## src/sv/ckc_pkg.sv

```systemverilog
`timescale 1ns / 1ps

package ckc_pkg;

    // bit t set: code type t carries a key
    localparam logic [15:0] KEYED_TYPES = 16'hABFB;

    localparam logic OP_ENCRYPT = 1'b0;
    localparam logic OP_DECRYPT = 1'b1;

    localparam logic [2:0] KEY_4 = 3'd4;
    localparam logic [2:0] KEY_5 = 3'd5;
    localparam logic [2:0] KEY_6 = 3'd6;
    localparam logic [2:0] KEY_7 = 3'd7;

    localparam int CODE_W = 48;

    typedef struct packed {
        logic              op;
        logic              auto_key;
        logic [2:0]        key_num;
        logic [CODE_W-1:0] code;
    } t_req;

    typedef struct packed {
        logic              status;
        logic [CODE_W-1:0] code;
    } t_rsp;

endpackage

```

## src/sv/ckc_stage.sv

```systemverilog
`timescale 1ns / 1ps

// One register slot with valid/ready flow control; refills in the cycle it drains.
module ckc_stage #(
    parameter int W = 8
) (
    input  logic         i_clk,
    input  logic         i_rst_n,
    input  logic         i_valid,
    output logic         o_ready,
    input  logic [W-1:0] i_data,
    output logic         o_valid,
    input  logic         i_ready,
    output logic [W-1:0] o_data
);

    logic         r_valid;
    logic         n_valid;
    logic [W-1:0] r_data;

    assign o_ready = !r_valid || i_ready;
    assign n_valid = (i_valid && o_ready) || (r_valid && !i_ready);

    always_ff @(posedge i_clk) begin
        if (!i_rst_n) begin
            r_valid <= 1'b0;
        end else begin
            r_valid <= n_valid;
        end
    end

    always_ff @(posedge i_clk) begin
        if (i_valid && o_ready) begin
            r_data <= i_data;
        end
    end

    assign o_valid = r_valid;
    assign o_data  = r_data;

endmodule

```

## src/sv/ckc_core.sv

```systemverilog
`timescale 1ns / 1ps

module ckc_core (
    input  ckc_pkg::t_req i_req,
    output ckc_pkg::t_rsp o_rsp
);
    import ckc_pkg::*;

    logic [7:0] b0, b1, b2, b3, b4, b5;
    logic [7:0] e1, e2, e3, e4, e5;
    logic [7:0] d1, d2, d3, d4, d5;
    logic [2:0] key;
    logic       ok;

    assign b0 = i_req.code[47:40];
    assign b1 = i_req.code[39:32];
    assign b2 = i_req.code[31:24];
    assign b3 = i_req.code[23:16];
    assign b4 = i_req.code[15:8];
    assign b5 = i_req.code[7:0];

    // auto key only applies when decrypting
    assign key = (i_req.op == OP_DECRYPT && i_req.auto_key) ? b0[2:0] : i_req.key_num;

    always_comb begin
        ok = KEYED_TYPES[b0[7:4]] && key[2];
        if (i_req.op == OP_ENCRYPT && (b0[2:0] != 3'd0 || i_req.auto_key)) begin
            ok = 1'b0;
        end
    end

    // encrypt: for keys 4 and 7 each byte uses the original bytes around it; keys 5 and 6 work byte by byte
    always_comb begin
        case (key)
            KEY_4: begin
                e5 = b5 ^ ((b4 & 8'h11) + (b3 ^ 8'h12) - 8'hDA + b2 + b1);
                e4 = b4 ^ ((b3 & 8'h11) + (b2 ^ 8'h12) - 8'h82 + b1);
                e3 = b3 ^ ((b2 & 8'h11) + (b1 ^ 8'h12) - 8'h40);
                e2 = b2 ^ ((b1 & 8'h11) + 8'hFA);
                e1 = b1 ^ 8'h25;
            end
            KEY_5: begin
                e1 = b1 - 8'h57;
                e2 = b2 - 8'h42;
                e3 = b3 - 8'h31;
                e4 = b4 - 8'h32;
                e5 = b5 - 8'h33;
            end
            KEY_6: begin
                e1 = (b1 ^ 8'd1) - 8'hAB;
                e2 = (b2 ^ 8'd2) - 8'hAB;
                e3 = (b3 ^ 8'd3) - 8'hAB;
                e4 = (b4 ^ 8'd4) - 8'hAB;
                e5 = (b5 ^ 8'd5) - 8'hAB;
            end
            default: begin
                e1 = b1 - ((b2 & 8'h73) - (b3 ^ 8'h90) + 8'hF5 + b4 + b5);
                e2 = b2 - ((b3 & 8'h73) - (b4 ^ 8'h90) + 8'h16 + b5);
                e3 = b3 - ((b4 & 8'h73) - (b5 ^ 8'h90) + 8'h5A);
                e4 = b4 - ((b5 & 8'h73) - 8'h35);
                e5 = b5 + 8'h35;
            end
        endcase
    end

    // decrypt: undoes the chains of keys 4 and 7, so each byte uses the already decoded ones
    always_comb begin
        case (key)
            KEY_4: begin
                d1 = b1 ^ 8'h25;
                d2 = b2 ^ ((d1 & 8'h11) + 8'hFA);
                d3 = b3 ^ ((d2 & 8'h11) + (d1 ^ 8'h12) - 8'h40);
                d4 = b4 ^ ((d3 & 8'h11) + (d2 ^ 8'h12) - 8'h82 + d1);
                d5 = b5 ^ ((d4 & 8'h11) + (d3 ^ 8'h12) - 8'hDA + d2 + d1);
            end
            KEY_5: begin
                d1 = b1 + 8'h57;
                d2 = b2 + 8'h42;
                d3 = b3 + 8'h31;
                d4 = b4 + 8'h32;
                d5 = b5 + 8'h33;
            end
            KEY_6: begin
                d1 = (b1 + 8'hAB) ^ 8'd1;
                d2 = (b2 + 8'hAB) ^ 8'd2;
                d3 = (b3 + 8'hAB) ^ 8'd3;
                d4 = (b4 + 8'hAB) ^ 8'd4;
                d5 = (b5 + 8'hAB) ^ 8'd5;
            end
            default: begin
                d5 = b5 - 8'h35;
                d4 = b4 + ((d5 & 8'h73) - 8'h35);
                d3 = b3 + ((d4 & 8'h73) - (d5 ^ 8'h90) + 8'h5A);
                d2 = b2 + ((d3 & 8'h73) - (d4 ^ 8'h90) + 8'h16 + d5);
                d1 = b1 + ((d2 & 8'h73) - (d3 ^ 8'h90) + 8'hF5 + d4 + d5);
            end
        endcase
    end

    always_comb begin
        if (!ok) begin
            o_rsp.status = 1'b1;
            o_rsp.code   = i_req.code;
        end else if (i_req.op == OP_ENCRYPT) begin
            o_rsp.status = 1'b0;
            o_rsp.code   = {b0 ^ {5'd0, key}, e1, e2, e3, e4, e5};
        end else begin
            o_rsp.status = 1'b0;
            o_rsp.code   = {b0 ^ {5'd0, key}, d1, d2, d3, d4, d5};
        end
    end

endmodule

```

## src/sv/cheat_code_key_cipher.sv

```systemverilog
`timescale 1ns / 1ps
// Path: s_ handshake, input register, cipher logic, result register, result valid on m_.
// Throughput: one word per cycle while m_tready is high; each register refills in
// the cycle it drains.
// Reset: synchronous, active low; clears both valid flags, payload registers keep data.
module cheat_code_key_cipher (
    input  logic        i_clk,
    input  logic        i_rst_n,
    input  logic        s_tvalid,
    output logic        s_tready,
    input  logic [55:0] s_tdata,  // code_in[47:0], key_num[50:48], auto_key[51], zero pad
    input  logic        s_tuser,  // op
    output logic        m_tvalid,
    input  logic        m_tready,
    output logic [47:0] m_tdata,  // code_out[47:0]
    output logic        m_tuser   // status
);
    import ckc_pkg::*;

    t_req s_req;
    t_req w_req;
    logic w_req_valid;
    logic w_rsp_ready;
    t_rsp w_rsp;
    t_rsp m_rsp;

    assign s_req.op       = s_tuser;
    assign s_req.auto_key = s_tdata[51];
    assign s_req.key_num  = s_tdata[50:48];
    assign s_req.code     = s_tdata[47:0];

    ckc_stage #(.W($bits(t_req))) u_in (
        .i_clk   (i_clk),
        .i_rst_n (i_rst_n),
        .i_valid (s_tvalid),
        .o_ready (s_tready),
        .i_data  (s_req),
        .o_valid (w_req_valid),
        .i_ready (w_rsp_ready),
        .o_data  (w_req)
    );

    ckc_core u_core (
        .i_req (w_req),
        .o_rsp (w_rsp)
    );

    ckc_stage #(.W($bits(t_rsp))) u_out (
        .i_clk   (i_clk),
        .i_rst_n (i_rst_n),
        .i_valid (w_req_valid),
        .o_ready (w_rsp_ready),
        .i_data  (w_rsp),
        .o_valid (m_tvalid),
        .i_ready (m_tready),
        .o_data  (m_rsp)
    );

    assign m_tdata = m_rsp.code;
    assign m_tuser = m_rsp.status;

    // rejected code comes out untouched
    a_err_passthru: assert property (@(posedge i_clk) disable iff (!i_rst_n)
        (w_req_valid && w_rsp_ready && w_rsp.status) |=> (m_tdata == $past(w_req.code)))
        else $error("rejected code altered");

    // a good encrypt always leaves a key of 4..7 in byte 0
    a_enc_key: assert property (@(posedge i_clk) disable iff (!i_rst_n)
        (w_req_valid && !w_rsp.status && w_req.op == OP_ENCRYPT) |-> w_rsp.code[42])
        else $error("encrypted byte 0 lacks key");

    // input only stalls when both slots are full
    a_stall: assert property (@(posedge i_clk) disable iff (!i_rst_n)
        !s_tready |-> (w_req_valid && m_tvalid))
        else $error("input stalled with a free slot");

endmodule
```

## config.mk

```make
export PLATFORM = sky130hd
export DESIGN_NAME = cheat_code_key_cipher
export DESIGN_NICKNAME = d
export VERILOG_FILES = /design/src/sv/ckc_pkg.sv /design/src/sv/ckc_stage.sv /design/src/sv/ckc_core.sv /design/src/sv/cheat_code_key_cipher.sv
export SDC_FILE = /design/constraint.sdc
export NUM_CORES = 1
export LEC_CHECK = 0
export BUFFER_PORTS_ARGS = -buffer_cell sky130_fd_sc_hd__buf_2
export CAP_MARGIN = 20
export CORE_UTILIZATION = 55
export CTS_BUF_LIST = sky130_fd_sc_hd__clkbuf_16
export DETAILED_ROUTE_END_ITERATION = 8
export PLACE_DENSITY = 0.74
export SLEW_MARGIN = 20
export SYNTH_ARGS = -nofsm -noshare
export SYNTH_HDL_FRONTEND = slang
export SYNTH_SLANG_ARGS = --single-unit
```

## constraint.sdc

```tcl
create_clock -name i_clk -period 21.9 [get_ports i_clk]
set_clock_uncertainty 0.15 [all_clocks]
set_input_delay 2.19 -clock i_clk [delete_from_list [all_inputs] [get_ports i_clk]]
set_output_delay 2.19 -clock i_clk [all_outputs]
set_load 0.005 [all_outputs]
```

# After elaboration in Yosys (flattened, before gate mapping)

Memories as Yosys holds them, arrays and structs flattened. A register that Yosys moved wholly into a read port is not among the register bits.
Cells that the tools add are included.

Register bits: 104
Bits of input ports: 61
Logic and storage cells: 145
Latch bits: 0
Memory bits (read-only): 16
Memories kept: 1
Output and inout bits: 51
Memory bits (writable): 0

Add/subtract/negate cells: 70
Mux-type cells: 16
$mul: 0
Equality and inequality tests: 3
Div/mod/pow operators: 0
Reductions and logical operators: 17
$lt $le $gt $ge: 1
Bitwise logic cells: 32
Shift-type cells: 0

Memories:

| name            | words | bits a word | read ports | clocked after memory_dff | wr ports | line           | RTL |
|---|---|---|---|---|---|---|---|
| (no name shown) | 16    | 1           | 1          | 1                        | 0        | ckc_core.sv:26 | `ok = KEYED_TYPES[b0[7:4]] && key[2];` |

Operators by type and width:

| kind                                                | count |
|---|---|
| one-hot mux 8 bit (3 select lines)                  | 10 |
| adder 8 bit                                         | 16 |
| subtractor 8 bit (second input constant)            | 9 |
| bitwise XOR 8 bit                                   | 8 |
| adder 8 bit (second input constant)                 | 7 |
| adder 5 x 8 -> 8 bit                                | 6 |
| two-way mux 48 bit                                  | 1 |
| subtractor 7 x 8 -> 8 bit                           | 6 |
| two-way mux 40 bit                                  | 1 |
| adder 8 x 6 -> 8 bit (second input constant)        | 4 |
| adder 8 x 7 -> 8 bit (second input constant)        | 4 |
| subtractor 8 x 6 -> 8 bit (second input constant)   | 4 |
| subtractor 8 x 7 -> 8 bit (second input constant)   | 4 |
| subtractor 8 bit                                    | 4 |
| NOT 2 bit                                           | 15 |
| adder 8 x 5 -> 8 bit (second input constant)        | 2 |
| subtractor 7 x 6 -> 8 bit (second input constant)   | 2 |
| adder 6 x 4 -> 7 bit (second input constant)        | 2 |
| equality test 3 bit (second input constant)         | 3 |
| bitwise XOR 8 x 3 -> 8 bit                          | 1 |
| logical AND 1 bit                                   | 7 |
| NOT 1 bit                                           | 7 |
| logical OR 1 bit                                    | 5 |
| < comparator 4 x 5 -> 1 bit (second input constant) | 1 |
| other kinds (6)                                     | 10 |

# Depth between registers and ports, before layout

Depth in word-level cells: 18
Depth in mapped cells: 36

# Cells and area by module

From an unflattened synthesis, not the netlist that was laid out.

Cells, all modules: 1602
Area, all modules: 14744.1 µm²

Modules (own cells, without submodules):

| module            | area an instance (µm²) | cells each | times used |
|---|---|---|---|
| ckc_core          | 11566.1                | 1490       | 1 |
| ckc_stage (u_in)  | 1649.1                 | 58         | 1 |
| ckc_stage (u_out) | 1529.0                 | 54         | 1 |

# Worst setup path before layout

OpenSTA, ideal clock, no wires.

Kind: flip-flop to flip-flop
Start: register u_in.r_data[0], in the netlist u_in.o_data[0]
End: register u_out.r_data[39], in the netlist u_out.o_data[39], data pin
Stages on the path, launching flop included: 36
Buffers on the path: 1
Data arrival time: 8.618 ns
Period minus slack after synthesis: 9.028 ns
Required time: 21.490 ns
Setup slack: 12.872 ns
Library setup time: 0.260 ns
Cells stage by stage: edfxtp_1 -> buf_6 -> inv_1 -> ha_1 -> nor2_1 -> nor2_1 -> xnor2_1 -> ha_1 -> ha_1 -> a21oi_1 -> xor2_1 -> inv_1 -> fa_1 -> ha_1 -> ha_1 -> xnor2_1 -> fa_1 -> inv_1 -> fa_1 -> inv_1 -> ha_1 -> ha_1 -> a21boi_0 -> nor2_1 -> fa_1 -> inv_1 -> fa_1 -> fa_1 -> inv_1 -> ha_1 -> nand2_1 -> o21ai_0 -> xnor3_1 -> xnor2_1 -> a22oi_1 -> a21oi_1

RTL lines:

| element                | line            | RTL |
|---|---|---|
| start, declared        | ckc_stage.sv:19 | `logic [W-1:0] r_data;` |
| start signal, assigned | ckc_stage.sv:34 | `r_data <= i_data;` |
| end signal, assigned   | ckc_stage.sv:34 |  |
| end, declared          | ckc_stage.sv:19 |  |

==> results.ini <==
[floorplanning]
num_rows=59
dieHeight_um=165
start_util_pct=56.2
core_area_um2=26100
io_pins=112
die_w_um=165
die_area_um2=27300

[clock_tree]
clockBufferDepth=2
cts_tree=yes
cts_resized=0
cts_made_buffers=9
ctsHoldBuffers=0
clock_latency_ps=380
clk_pin_slew_worst_paths_ps=90
cts_num_sinks=105
htreeDepth=3
cts_setup_buffers=0
cts_root_buf=clkbuf_16

[final_layout]
fin_area_um2=15700
diodes=0
finalNetCount=2005
layout-drive-gt1-share_pct=10.2
layout_commonest_cell=ha_1
area.sequential_um2=3120
syn2layout_area_growth_pct=7.05
fillers=2299
multi_input_area_um2=10400
most-common-layout-cells=196 x ha_1, 188 x inv_1, 137 x xnor2_1, 126 x a21oi_1, 107 x buf_2

[timing]
rsz0062_at_grt=false
tightest_slew_ps=972
slew_violations=0
slew_headroom_pct=35.1
fin_setup_tns_ps=0
hold_viol_final=0
min_period_ps=11250
timing.fmax_mhz=88.9
setup_viol=0
fin_crit_sh_pct=51.4

[pwr]
vdd_drop_max_mv=0.532
p_per_area_nw_per_um2=185
p_leak_uw=0.00688

[critical_path]
path_max_fanout=11
cp_slowest_stage_delay_ps=710
path_class=reg2reg
cp-end-kind=register
arrival_ps=11320
r2r_cells=34
worst_path_most_repeated_cell=ha_1
r2r_end=u_out.o_data[39]
start_kind=register
critPathRequiredTime_ps=21970
cp_top_family=adder cells
rr_startpoint=u_in.o_data[0]
r2r_slack_ps=10650
crit_slowest_cell=edfxtp_1
critPathBufInv=6

[run_status]
violations=DRC
status=finished with violations

[place]
place_area_um2=15400
dp_hpwl_mm=36.0
port_buffers=107
gp_congestion=1.00

[min_path]
holdPathEnd=u_out.o_data[43]
hp-class=reg2reg
min_from=u_in.o_data[43]
hold_depth=0

[yosys]
synth_cells=1603
netlist.area_leader.share_pct=20.9
syn_nets=1953
synth_edf_count=102
ys_ff_latch=105
ys.flop_type=edfxtp_1
ys_warn_count=0
avgSynthCellArea_um2=9.15
yosysSeqAreaShare_pct=21.3
yosysTopAreaCell=edfxtp_1
syn_area_um2=14700
synth_area_leaders=edfxtp_1 21%, ha_1 17%, fa_1 13%, xnor2_1 8.2%, inv_1 4.8%
ys_types=75
async_flop_share_pct=0

[drt]
drt_pass1_iterations=9
drc=8
antenna_left=0
drt_iter0_markers=1820
drt_wl_total_mm=48.7
vias=12900
wl_per_cell_um=24.4
vias_per_cell=6.46

[global_routing]
grt_overflow_total=0
antenna_found_initial=0
grt_pass1_wl_mm=73.2
grt_pass1_vias=12200
grt.total_usage_pct=36.5
grt_max_degree=70

[run]
cap_violations=0

cells by family (layout without fill, tap and decap cells):
group | after synthesis | count (layout) | synth area share [%]
compound gates | 476 | 476 | 21.3
xor+xnor | 183 | 183 | 11.3
fa+ha+maj | 289 | 289 | 29.4
buf+inv | 289 | 346 | 7.84
flops | 105 | 105 | 21.3
mux | 20 | 20 | 1.51
simple gates | 241 | 241 | 7.43
worst max-delay path by stage:
stage / end / slack, ps / from / depth (start not counted)
2_1_floorplan: u_out.o_data[39] / 12870 / u_in.o_data[0] / 35
3_3_place_gp: u_out.o_data[39] / 10920 / u_in.o_data[0] / 33
3_5_place_dp: u_out.o_data[39] / 10840 / u_in.o_data[0] / 33
4_1_cts: u_out.o_data[39] / 10750 / u_in.o_data[0] / 33
5_1_grt: u_out.o_data[39] / 10190 / u_in.o_data[0] / 32
6_report: u_out.o_data[39] / 10650 / u_in.o_data[0] / 34
sequential cells by signal, indices dropped and copies added (netlist names), named ones only:
register and flops:
u_in.o_valid 1, u_out.o_valid 1, u_in.o_data 53, u_out.o_data 49
synthesized netlist by cell type (4+ instances only):
| master | count |
|---|---|
| a31oi_1 | 6 |
| clkinv_1 | 9 |
| o211ai_1 | 12 |
| nor2_1 | 63 |
| or3_1 | 4 |
| a211oi_1 | 13 |
| o21ai_0 | 102 |
| nor3_1 | 15 |
| a222oi_1 | 4 |
| buf_2 | 28 |
| nor2b_1 | 11 |
| mux2i_1 | 15 |
| a22oi_1 | 11 |
| ha_1 | 196 |
| a2111oi_0 | 4 |
| o311ai_0 | 4 |
| a22o_1 | 4 |
| nand2b_1 | 5 |
| o21ai_1 | 5 |
| nand3_1 | 31 |
| clkbuf_1 | 50 |
| o22ai_1 | 31 |
| xor2_1 | 42 |
| o32ai_1 | 4 |
| o21a_1 | 9 |
| a21o_1 | 41 |
| a221oi_1 | 13 |
| inv_1 | 187 |
| edfxtp_1 | 102 |
| and2_1 | 5 |
| o31ai_1 | 8 |
| nand2_1 | 90 |
| o21bai_1 | 4 |
| a21oi_1 | 126 |
| o221ai_1 | 29 |
| buf_1 | 7 |
| a221o_1 | 18 |
| fa_1 | 93 |
| xnor2_1 | 137 |
| buf_4 | 4 |
stage by stage:
step	cells	hold WS (ps)	total power, uW	util (%)	setup slack, ps
6_report	1995	275	2900	60.1	10650
2_1_floorplan	1603	250	1980	-	12870
5_1_grt	1995	301	3080	60.1	10190
3_5_place_dp	1979	255	2690	59.0	10840
3_3_place_gp	1979	252	2660	59.0	10920
4_1_cts	1995	275	2880	60.1	10750
where the power goes:
part,internal [uW],switching [uW],total (uW)
Combinational,1070,1390,2470
Clock,80.2,92.0,172
Sequential,240,20.7,261
Total,1390,1510,2900
final cells by class:
cell class	count	share of cell area [%]
repair buffers	132	4.60
clock buffers	9	1.43
multi-input cells	1209	66.3
inverters	198	4.73
flip-flops and latches	105	19.9
clock inverters	7	0.390
well taps	335	2.67
per-layer routing:
layer | wire [um] | GRT usage (%) | vias up
met4 | 3430 | 22.4 | 0
met3 | 5210 | 6.72 | 183
met5 | 0 | 0 | -
li1 | - | - | 5762
met2 | 20300 | 53.3 | 915
met1 | 19700 | 49.9 | 6024
Power figures use the tool's default switching activity.
